`config.mk`:
```
export PLATFORM = sky130hd
export DESIGN_NAME = command_frame_deframer
export DESIGN_NICKNAME = d
export VERILOG_FILES = /design/src/design/cfd_pkg.sv /design/src/design/command_frame_deframer.sv /design/src/design/cfd_parser.sv /design/src/design/cfd_out_reg.sv
export SDC_FILE = /design/constraint.sdc
export NUM_CORES = 1
export LEC_CHECK = 0
export ABC_AREA = 1
export BUFFER_PORTS_ARGS = -buffer_cell sky130_fd_sc_hd__buf_2
export CORE_MARGIN = 2
export CORE_UTILIZATION = 41
export DETAILED_ROUTE_END_ITERATION = 7
export REMOVE_ABC_BUFFERS = 1
export SYNTH_ARGS = -nofsm -noshare
export SYNTH_HDL_FRONTEND = slang
export SYNTH_SLANG_ARGS = --single-unit
export TNS_END_PERCENT = 10
```
`constraint.sdc`:
```
create_clock -name clock -period 2.9 [get_ports clock]
set_input_delay 0.29 -clock clock [delete_from_list [all_inputs] [get_ports clock]]
set_output_delay 0.29 -clock clock [all_outputs]
set_load 0.005 [all_outputs]
```
`src/design/cfd_pkg.sv`:
```
package cfd_pkg;

   localparam logic [7:0] START_BYTE  = 8'hED;
   localparam logic [7:0] SECOND_BYTE = 8'h01;
   localparam logic [7:0] TAIL_BYTE   = 8'hEE;
   localparam logic [7:0] READ_PAD    = 8'h00;
   localparam logic [7:0] MAX_PAYLOAD_RESET = 8'd98;

   typedef enum logic [2:0] {
      EV_PAYLOAD  = 3'd0,
      EV_READ     = 3'd1,
      EV_WRITE_OK = 3'd2,
      EV_CS_ERROR = 3'd3,
      EV_DISCARD  = 3'd4
   } event_kind_type;

   typedef enum logic [7:0] {
      PH_START    = 8'b0000_0001,
      PH_SECOND   = 8'b0000_0010,
      PH_COMMAND  = 8'b0000_0100,
      PH_LENGTH   = 8'b0000_1000,
      PH_READ     = 8'b0001_0000,
      PH_PAYLOAD  = 8'b0010_0000,
      PH_CHECKSUM = 8'b0100_0000,
      PH_TAIL     = 8'b1000_0000
   } phase_type;

   typedef struct packed {
      event_kind_type kind;
      logic [7:0]     command_code;
      logic [7:0]     payload_byte;
      logic [7:0]     payload_index;
      logic [7:0]     payload_length;
   } event_type;

endpackage

```
`src/design/command_frame_deframer.sv`:
```
// command frame deframer: one received byte per item, zero or one event per item
// latency: an accepted item is held in the input register, stepped through the parser
//    once the result register is free, and its event is loaded into the result register
// throughput: one item per cycle while rsp_ready holds high; set by the single
//    state machine step between the input register and the result register
// reset: synchronous, active high; parser waits for a start byte, max_payload = 98
module command_frame_deframer (
   input  logic       clock,
   input  logic       reset,
   // byte input
   input  logic       req_valid,
   output logic       req_ready,
   input  logic [7:0] req_rx_byte,
   // event output
   output logic       rsp_valid,
   input  logic       rsp_ready,
   output logic [2:0] rsp_event_kind,
   output logic [7:0] rsp_command_code,
   output logic [7:0] rsp_payload_byte,
   output logic [7:0] rsp_payload_index,
   output logic [7:0] rsp_payload_length,
   // max_payload register write
   input  logic       csr_valid,
   output logic       csr_ready,
   input  logic [7:0] csr_max_payload
);
   import cfd_pkg::*;

   // input register holds one byte ahead of the parser
   logic       in_valid_ff, in_valid_in;
   logic [7:0] in_byte_ff;
   logic [7:0] max_payload_ff;

   logic      step;
   logic      out_free;
   logic      event_valid;
   event_type event_data;
   event_type out_data;

   // parser steps when a byte is held and the result slot can take an event
   assign step        = in_valid_ff && out_free;
   assign req_ready   = !in_valid_ff || step;
   assign in_valid_in = (req_valid && req_ready) || (in_valid_ff && !step);

   // register is always writable; writes must happen only while idle, which the block does not enforce
   assign csr_ready = 1'b1;

   always_ff @(posedge clock) begin
      if (reset) begin
         in_valid_ff    <= 1'b0;
         max_payload_ff <= MAX_PAYLOAD_RESET;
      end else begin
         in_valid_ff <= in_valid_in;
         if (csr_valid && csr_ready) begin
            max_payload_ff <= csr_max_payload;
         end
      end
   end

   // byte payload needs no reset
   always_ff @(posedge clock) begin
      if (req_valid && req_ready) begin
         in_byte_ff <= req_rx_byte;
      end
   end

   // frame state machine, checksum and counters
   cfd_parser u_parser (
      .clock       (clock),
      .reset       (reset),
      .step        (step),
      .rx_byte     (in_byte_ff),
      .max_payload (max_payload_ff),
      .event_valid (event_valid),
      .event_data  (event_data)
   );

   // result register; a byte that makes no event still needs the slot free
   cfd_out_reg u_out_reg (
      .clock     (clock),
      .reset     (reset),
      .load      (step && event_valid),
      .load_data (event_data),
      .out_ready (rsp_ready),
      .free      (out_free),
      .out_valid (rsp_valid),
      .out_data  (out_data)
   );

   assign rsp_event_kind     = out_data.kind;
   assign rsp_command_code   = out_data.command_code;
   assign rsp_payload_byte   = out_data.payload_byte;
   assign rsp_payload_index  = out_data.payload_index;
   assign rsp_payload_length = out_data.payload_length;

endmodule

```
`src/design/cfd_parser.sv`:
```
module cfd_parser (
   input  logic              clock,
   input  logic              reset,
   input  logic              step,
   input  logic [7:0]        rx_byte,
   input  logic [7:0]        max_payload,
   output logic              event_valid,
   output cfd_pkg::event_type event_data
);
   import cfd_pkg::*;

   phase_type  phase_ff, phase_in;
   logic [7:0] remaining_ff, remaining_in;
   logic [7:0] sum_ff, sum_in;
   logic [7:0] command_ff, command_in;
   logic [7:0] length_ff, length_in;
   logic [7:0] checksum_ff, checksum_in;
   logic [7:0] count_ff, count_in;

   always_comb begin
      phase_in     = phase_ff;
      remaining_in = remaining_ff;
      sum_in       = sum_ff;
      command_in   = command_ff;
      length_in    = length_ff;
      checksum_in  = checksum_ff;
      count_in     = count_ff;
      event_valid  = 1'b0;
      event_data.kind           = EV_PAYLOAD;
      event_data.command_code   = command_ff;
      event_data.payload_byte   = 8'd0;
      event_data.payload_index  = 8'd0;
      event_data.payload_length = length_ff;
      unique case (phase_ff)
         PH_START: begin
            if (rx_byte == START_BYTE) phase_in = PH_SECOND;
         end
         PH_SECOND: begin
            phase_in = (rx_byte == SECOND_BYTE) ? PH_COMMAND : PH_START;
         end
         PH_COMMAND: begin
            command_in = rx_byte;
            phase_in   = PH_LENGTH;
         end
         PH_LENGTH: begin
            length_in = rx_byte;
            sum_in    = 8'd0;
            count_in  = 8'd0;
            if (rx_byte == 8'd0) begin
               remaining_in = 8'd1;
               phase_in     = PH_READ;
            end else if (rx_byte > max_payload) begin
               phase_in = PH_START;
            end else begin
               remaining_in = rx_byte;
               phase_in     = PH_PAYLOAD;
            end
         end
         PH_READ: begin
            if (remaining_ff != 8'd0) begin
               remaining_in = 8'd0;
               if (rx_byte != READ_PAD) phase_in = PH_START;
            end else begin
               if (rx_byte == TAIL_BYTE) begin
                  event_valid     = 1'b1;
                  event_data.kind = EV_READ;
               end
               phase_in = PH_START;
            end
         end
         PH_PAYLOAD: begin
            event_valid              = 1'b1;
            event_data.kind          = EV_PAYLOAD;
            event_data.payload_byte  = rx_byte;
            event_data.payload_index = count_ff;
            sum_in       = sum_ff + rx_byte;
            count_in     = count_ff + 8'd1;
            remaining_in = remaining_ff - 8'd1;
            if (remaining_ff == 8'd1) phase_in = PH_CHECKSUM;
         end
         PH_CHECKSUM: begin
            checksum_in = rx_byte;
            phase_in    = PH_TAIL;
         end
         PH_TAIL: begin
            event_valid = 1'b1;
            if (sum_ff != checksum_ff) event_data.kind = EV_CS_ERROR;
            else if (rx_byte == TAIL_BYTE) event_data.kind = EV_WRITE_OK;
            else event_data.kind = EV_DISCARD;
            phase_in = PH_START;
         end
         default: begin
            phase_in = PH_START;
         end
      endcase
   end

   always_ff @(posedge clock) begin
      if (reset) begin
         phase_ff     <= PH_START;
         remaining_ff <= 8'd0;
         sum_ff       <= 8'd0;
         command_ff   <= 8'd0;
         length_ff    <= 8'd0;
         checksum_ff  <= 8'd0;
         count_ff     <= 8'd0;
      end else if (step) begin
         phase_ff     <= phase_in;
         remaining_ff <= remaining_in;
         sum_ff       <= sum_in;
         command_ff   <= command_in;
         length_ff    <= length_in;
         checksum_ff  <= checksum_in;
         count_ff     <= count_in;
      end
   end

endmodule

```
`src/design/cfd_out_reg.sv`:
```
module cfd_out_reg (
   input  logic              clock,
   input  logic              reset,
   input  logic              load,
   input  cfd_pkg::event_type load_data,
   input  logic              out_ready,
   output logic              free,
   output logic              out_valid,
   output cfd_pkg::event_type out_data
);
   import cfd_pkg::*;

   logic      valid_ff, valid_in;
   event_type data_ff;

   // slot frees up when the held item is taken in this cycle
   assign free     = !valid_ff || out_ready;
   assign valid_in = load || (valid_ff && !out_ready);

   always_ff @(posedge clock) begin
      if (reset) begin
         valid_ff <= 1'b0;
      end else begin
         valid_ff <= valid_in;
      end
   end

   always_ff @(posedge clock) begin
      if (load) begin
         data_ff <= load_data;
      end
   end

   assign out_valid = valid_ff;
   assign out_data  = data_ff;

endmodule

```
After elaboration in Yosys (flattened, before gate mapping) --
Cells that the tools add are included.
Cells by class: $add $sub $neg 3, order comparisons 1, equality and inequality tests 18, muxes and demuxes 22, reduce and logical (&&, ||, !) cells 25
Operator list (count):
- $mux 8 | 8
- $pmux 8 s7 | 1
- $pmux 8 s2 | 2
- $eq 8x1->1 const B | 3
- $eq 8x8->1 const B | 3
- $pmux 8 s3 | 1
- $reduce_bool 8->1 | 2
- $mux 3 | 4
- $add 8x1->8 const B | 1
- $add 8x8->8 | 1
- $eq 8x2->1 const B | 1
- $eq 8x3->1 const B | 1
- $eq 8x4->1 const B | 1
- $eq 8x5->1 const B | 1
- $eq 8x6->1 const B | 1
- $eq 8x7->1 const B | 1
- $gt 8x8->1 | 1
- $logic_not 8->1 | 1
- $ne 8x8->1 | 1
- $reduce_and 2->1 | 4
- $reduce_and 4->1 | 2
- $sub 8x1->8 const B | 1
- $mux 6 | 1
- $ne 2x1->1 const B | 3
- other kinds (11) | 23
Word-level totals: bits in registers 109, input port bits 21, output and inout bits 38, word-level logic and storage cells 85

Logic depth before layout (Yosys ltp) --
word-level depth 6, gate-level depth with buffers 15, mapped depth without buffers 14

Cells and area by module --
From an unflattened synthesis, not the netlist that was laid out.
Unflattened totals: cell total of the unflattened synthesis 613, area, all modules 5149.9 µm²
Modules (own cells, without submodules):
- cfd_parser | times used 1, cells each 518, area each 3449.6 µm², sequential area each 1121.1 µm²
- cfd_out_reg | times used 1, cells each 40, area each 1093.5 µm², sequential area each 1071.0 µm²
- command_frame_deframer | times used 1, cells each 55, area each 606.8 µm², sequential area each 420.4 µm²

Worst setup path after synthesis --
OpenSTA, ideal clock, no wires.
kind register -> register, from register in_byte_ff[4], to register u_out_reg.data_ff, in the netlist u_out_reg.out_data[0] (enable), library setup time 390 ps, data arrival time 1769 ps, required time 2510 ps, slack 741 ps, cell stages (with the launch flop) 10, buffers on the path 0, clock period less this slack 2159 ps, cell sequence edfxtp_1 > inv_1 > nand2_1 > nor2_1 > inv_1 > nor2_1 > nand4_1 > nand2_1 > nand2_1 > inv_1
Between the ends: word-level cells in the longest chain between the ends 5
RTL lines:
- start: declaration | RTL line command_frame_deframer.sv:31 | logic [7:0] in_byte_ff;
- start signal: assignment | RTL line command_frame_deframer.sv:63 | in_byte_ff <= req_rx_byte;
- $eq 8x8->1 | RTL line cfd_parser.sv:64 | if (rx_byte == TAIL_BYTE) begin
- $mux 1 | RTL line cfd_parser.sv:64
- $mux 1 | RTL line cfd_parser.sv:60 | if (remaining_ff != 8'd0) begin
- $pmux 1 s2 | RTL line cfd_parser.sv:34 | unique case (phase_ff)
- $logic_and 1x1->1 | RTL line command_frame_deframer.sv:82 | .load (step && event_valid),
- via u_out_reg.load | RTL line cfd_out_reg.sv:4 | input logic load,
- end signal: assignment | RTL line cfd_out_reg.sv:30 | data_ff <= load_data;
- end: declaration | RTL line cfd_out_reg.sv:14 | event_type data_ff;
The timed path passes the listed nets, and every way through them passes these cells. A chain may end at the register's enable or synchronous reset.

Worst setup path after layout --
from register in_byte_ff[4], to register u_out_reg.data_ff, in the netlist u_out_reg.out_data[14] (enable)
Same word-level chain as after synthesis.

==> results.ini <==
[run_status]
outcome=finished, final reports clean

[worst_setup_path]
cp-end-kind=flip-flop
worstPathCellList=inv_1 > nand2_1 > nor2_1 > inv_1 > nor2_1 > nand4_1 > nand2_1 > nand2_1 > inv_1 > buf_4
crit_path_max_incr_delay_ns=0.45
critical_path_buf_inv_count=4
critPathArrivalTime_ns=2.16
cp.required_ns=2.91
critical-path-top-delay-family=buffers and inverters
cp_slowest_cell=edfxtp_1
worst_setup_path_start_kind=flip-flop
cp_max_fo=35
r2r_slack_ns=0.75
critPathKind=reg2reg

[grt]
grt_overflow_total=0
grt_pass1_vias=3810
grt_pass1_wl_um=18500
antenna_found_initial=0
grt_util_all_layers_pct=17.9
grt_max_degree=38

[placed_design]
placed_cells=817
gp_congestion=0.890
post-place-ws_ns=0.740
portBuffers=57
dp_hpwl_um=8260

[logic_synthesis]
netlist_instances=605
yosysTopAreaCell=dfxtp_1
synth.area.top_cells=dfxtp_1, edfxtp_1, nand2_1
synth.ff_latch_count=109
syn_area_sq_um=5120
synth-edff-count=43
ys_seq_area_share_pct=51.0
synthFlopType=dfxtp_1
async_flop_share_pct=0
synth.distinct_cells=39
yosysWarnings=0
yosysTopAreaCellShare_pct=25.8
synth_area_per_cell_sq_um=8.46

[timing]
skew_ns=0.00859
fmax_mhz=465
timing.final.crit_share_pct=74.2
slew_headroom_pct=60.2
period_needed_ns=2.15
final.setup.tns_ns=0
drv_slew=0
finalSetupViolations=0
rsz0062_at_grt=no
worst_pin_slew_ns=0.596
final_hold_viol_count=0
layout_setup_ws_ns=0.748

[layout]
drive_above_1_share_pct=15.8
nFillCells=1218
num_antenna_cells=0
final_common_cell=nand2_1
nNetsFinal=701
syn_to_final_growth_pct=13.9
final_cells=833
most-common-layout-cells=nand2_1, nor2_1, dfxtp_1

[routing]
antenna_left=0
drt_pass1_iterations=4
drc=0
routed-via-count=4106
wl_per_cell_um=13.6
avgViaCountPerCell=4.93
totalWireLength_um=11300
first_iter_violations=248

[pwr]
p_sw_mw=0.812
p_int_mw=2.33
comb_power_share_pct=9.6
seqPwrFrac_pct=52.6
clockPowerShare_pct=37.8
p_leak_nw=2.55
ir_worst_vdd_uv=223
power_density_nw_per_um2=540
sw_frac_of_total_pct=25.8

[clocking]
post_cts_buffers=0
path_clk_slew_ns=0.07
cts_hold_buf=0
cts_buffers=9
cts_resized=0
cts_root_buffer=clkbuf_16
clock_latency_ns=0.36
cts_tree=built
cts_max_level=3
cts_buffer_depth=2
clock-sinks=109

[min_path]
timing.hold.worst.class=in2reg

[floorplanning]
fp.dieW_um=116
dieArea_sq_um=13400
die_y_um=116
initial_core_util_pct=42.3
rows=40
io_pins=59
core_sq_um=12100

[job]
drv_cap=0

-- registers in the layout (all words and copies together) (netlist names) --
signal                 flops
u_out_reg.out_data        35
in_byte_ff                 8
max_payload_ff             8
u_parser.checksum_ff       8
u_parser.command_ff        8
u_parser.count_ff          8
u_parser.length_ff         8
u_parser.phase_ff          8
u_parser.remaining_ff      8
u_parser.sum_ff            8
in_valid_ff                1
u_out_reg.out_valid        1
-- logic make-up (layout without fill, tap and decap cells) --
group           count (synthesis)  in the layout  share of synthesized area (%)
xor+xnor                       13             13                           2.22
simple gates                  262            262                           23.2
buf+inv                        83            143                           6.72
fa+ha+maj                      20             20                           5.03
flops                         109            109                           51.0
compound gates                117            117                           11.7
other cells                     1              1                         0.0732
-- worst paths after layout --
path / from / end / depth (start not counted)
worst max-delay path: in_byte_ff[4] / u_out_reg.out_data[14] / 10
worst min-delay path: req_rx_byte[7] / in_byte_ff[7] / 1
worst max register to register: in_byte_ff[4] / u_out_reg.out_data[14] / 10
worst min register to register: u_parser.command_ff[1] / u_out_reg.out_data[25] / 0
-- synth_stat cells (6+ instances only) --
cell / n
a21oi_1: 60
dfxtp_1: 66
edfxtp_1: 43
ha_1: 19
inv_1: 61
inv_2: 6
nand2_1: 113
nand3_1: 26
nand4_1: 10
nor2_1: 76
nor2_2: 6
nor2_4: 7
nor3_1: 7
o21ai_0: 49
xnor2_1: 7
xor2_1: 6
-- through the flow --
step / hold WS [ns] / power [mW] / utilization, % / cell area (sq um)
5_1_grt: 0.0965 / 3.28 / 48.1 / 5830
3_5_place_dp: 0.414 / 1.99 / 45.8 / 5540
6_report: 0.103 / 3.15 / 48.1 / 5830
2_1_floorplan: 0.359 / 1.90 / - / 5030
3_3_place_gp: 0.415 / 1.98 / 45.8 / 5540
4_1_cts: 0.0921 / 3.18 / 48.1 / 5830
-- final cells by class --
cell class	instances	area [sq um]	area share [%]
flip-flops and latches	109	2610	44.8
multi-input cells	413	2160	37.1
repair buffers	59	300	5.15
inverters	68	258	4.42
clock buffers	10	239	4.10
well taps	168	210	3.61
clock inverters	6	46.3	0.794
-- power by group through the flow --
stage	registers, mW	logic (mW)	clock network, mW
global placement	1.69	0.295	0
detailed placement	1.69	0.302	0
finish	1.65	0.303	1.19
global route	1.66	0.347	1.28
CTS	1.65	0.304	1.22
floorplan	1.68	0.223	0
-- layer usage --
layer  up-vias  GRT usage [%]  wire, um
met5         -              0         0
met4         0           8.17       258
met3        18           3.29       492
met2        93           29.1      5270
met1      1885           23.4      5270
li1       2110              -         -
Power figures use the tool's default switching activity.
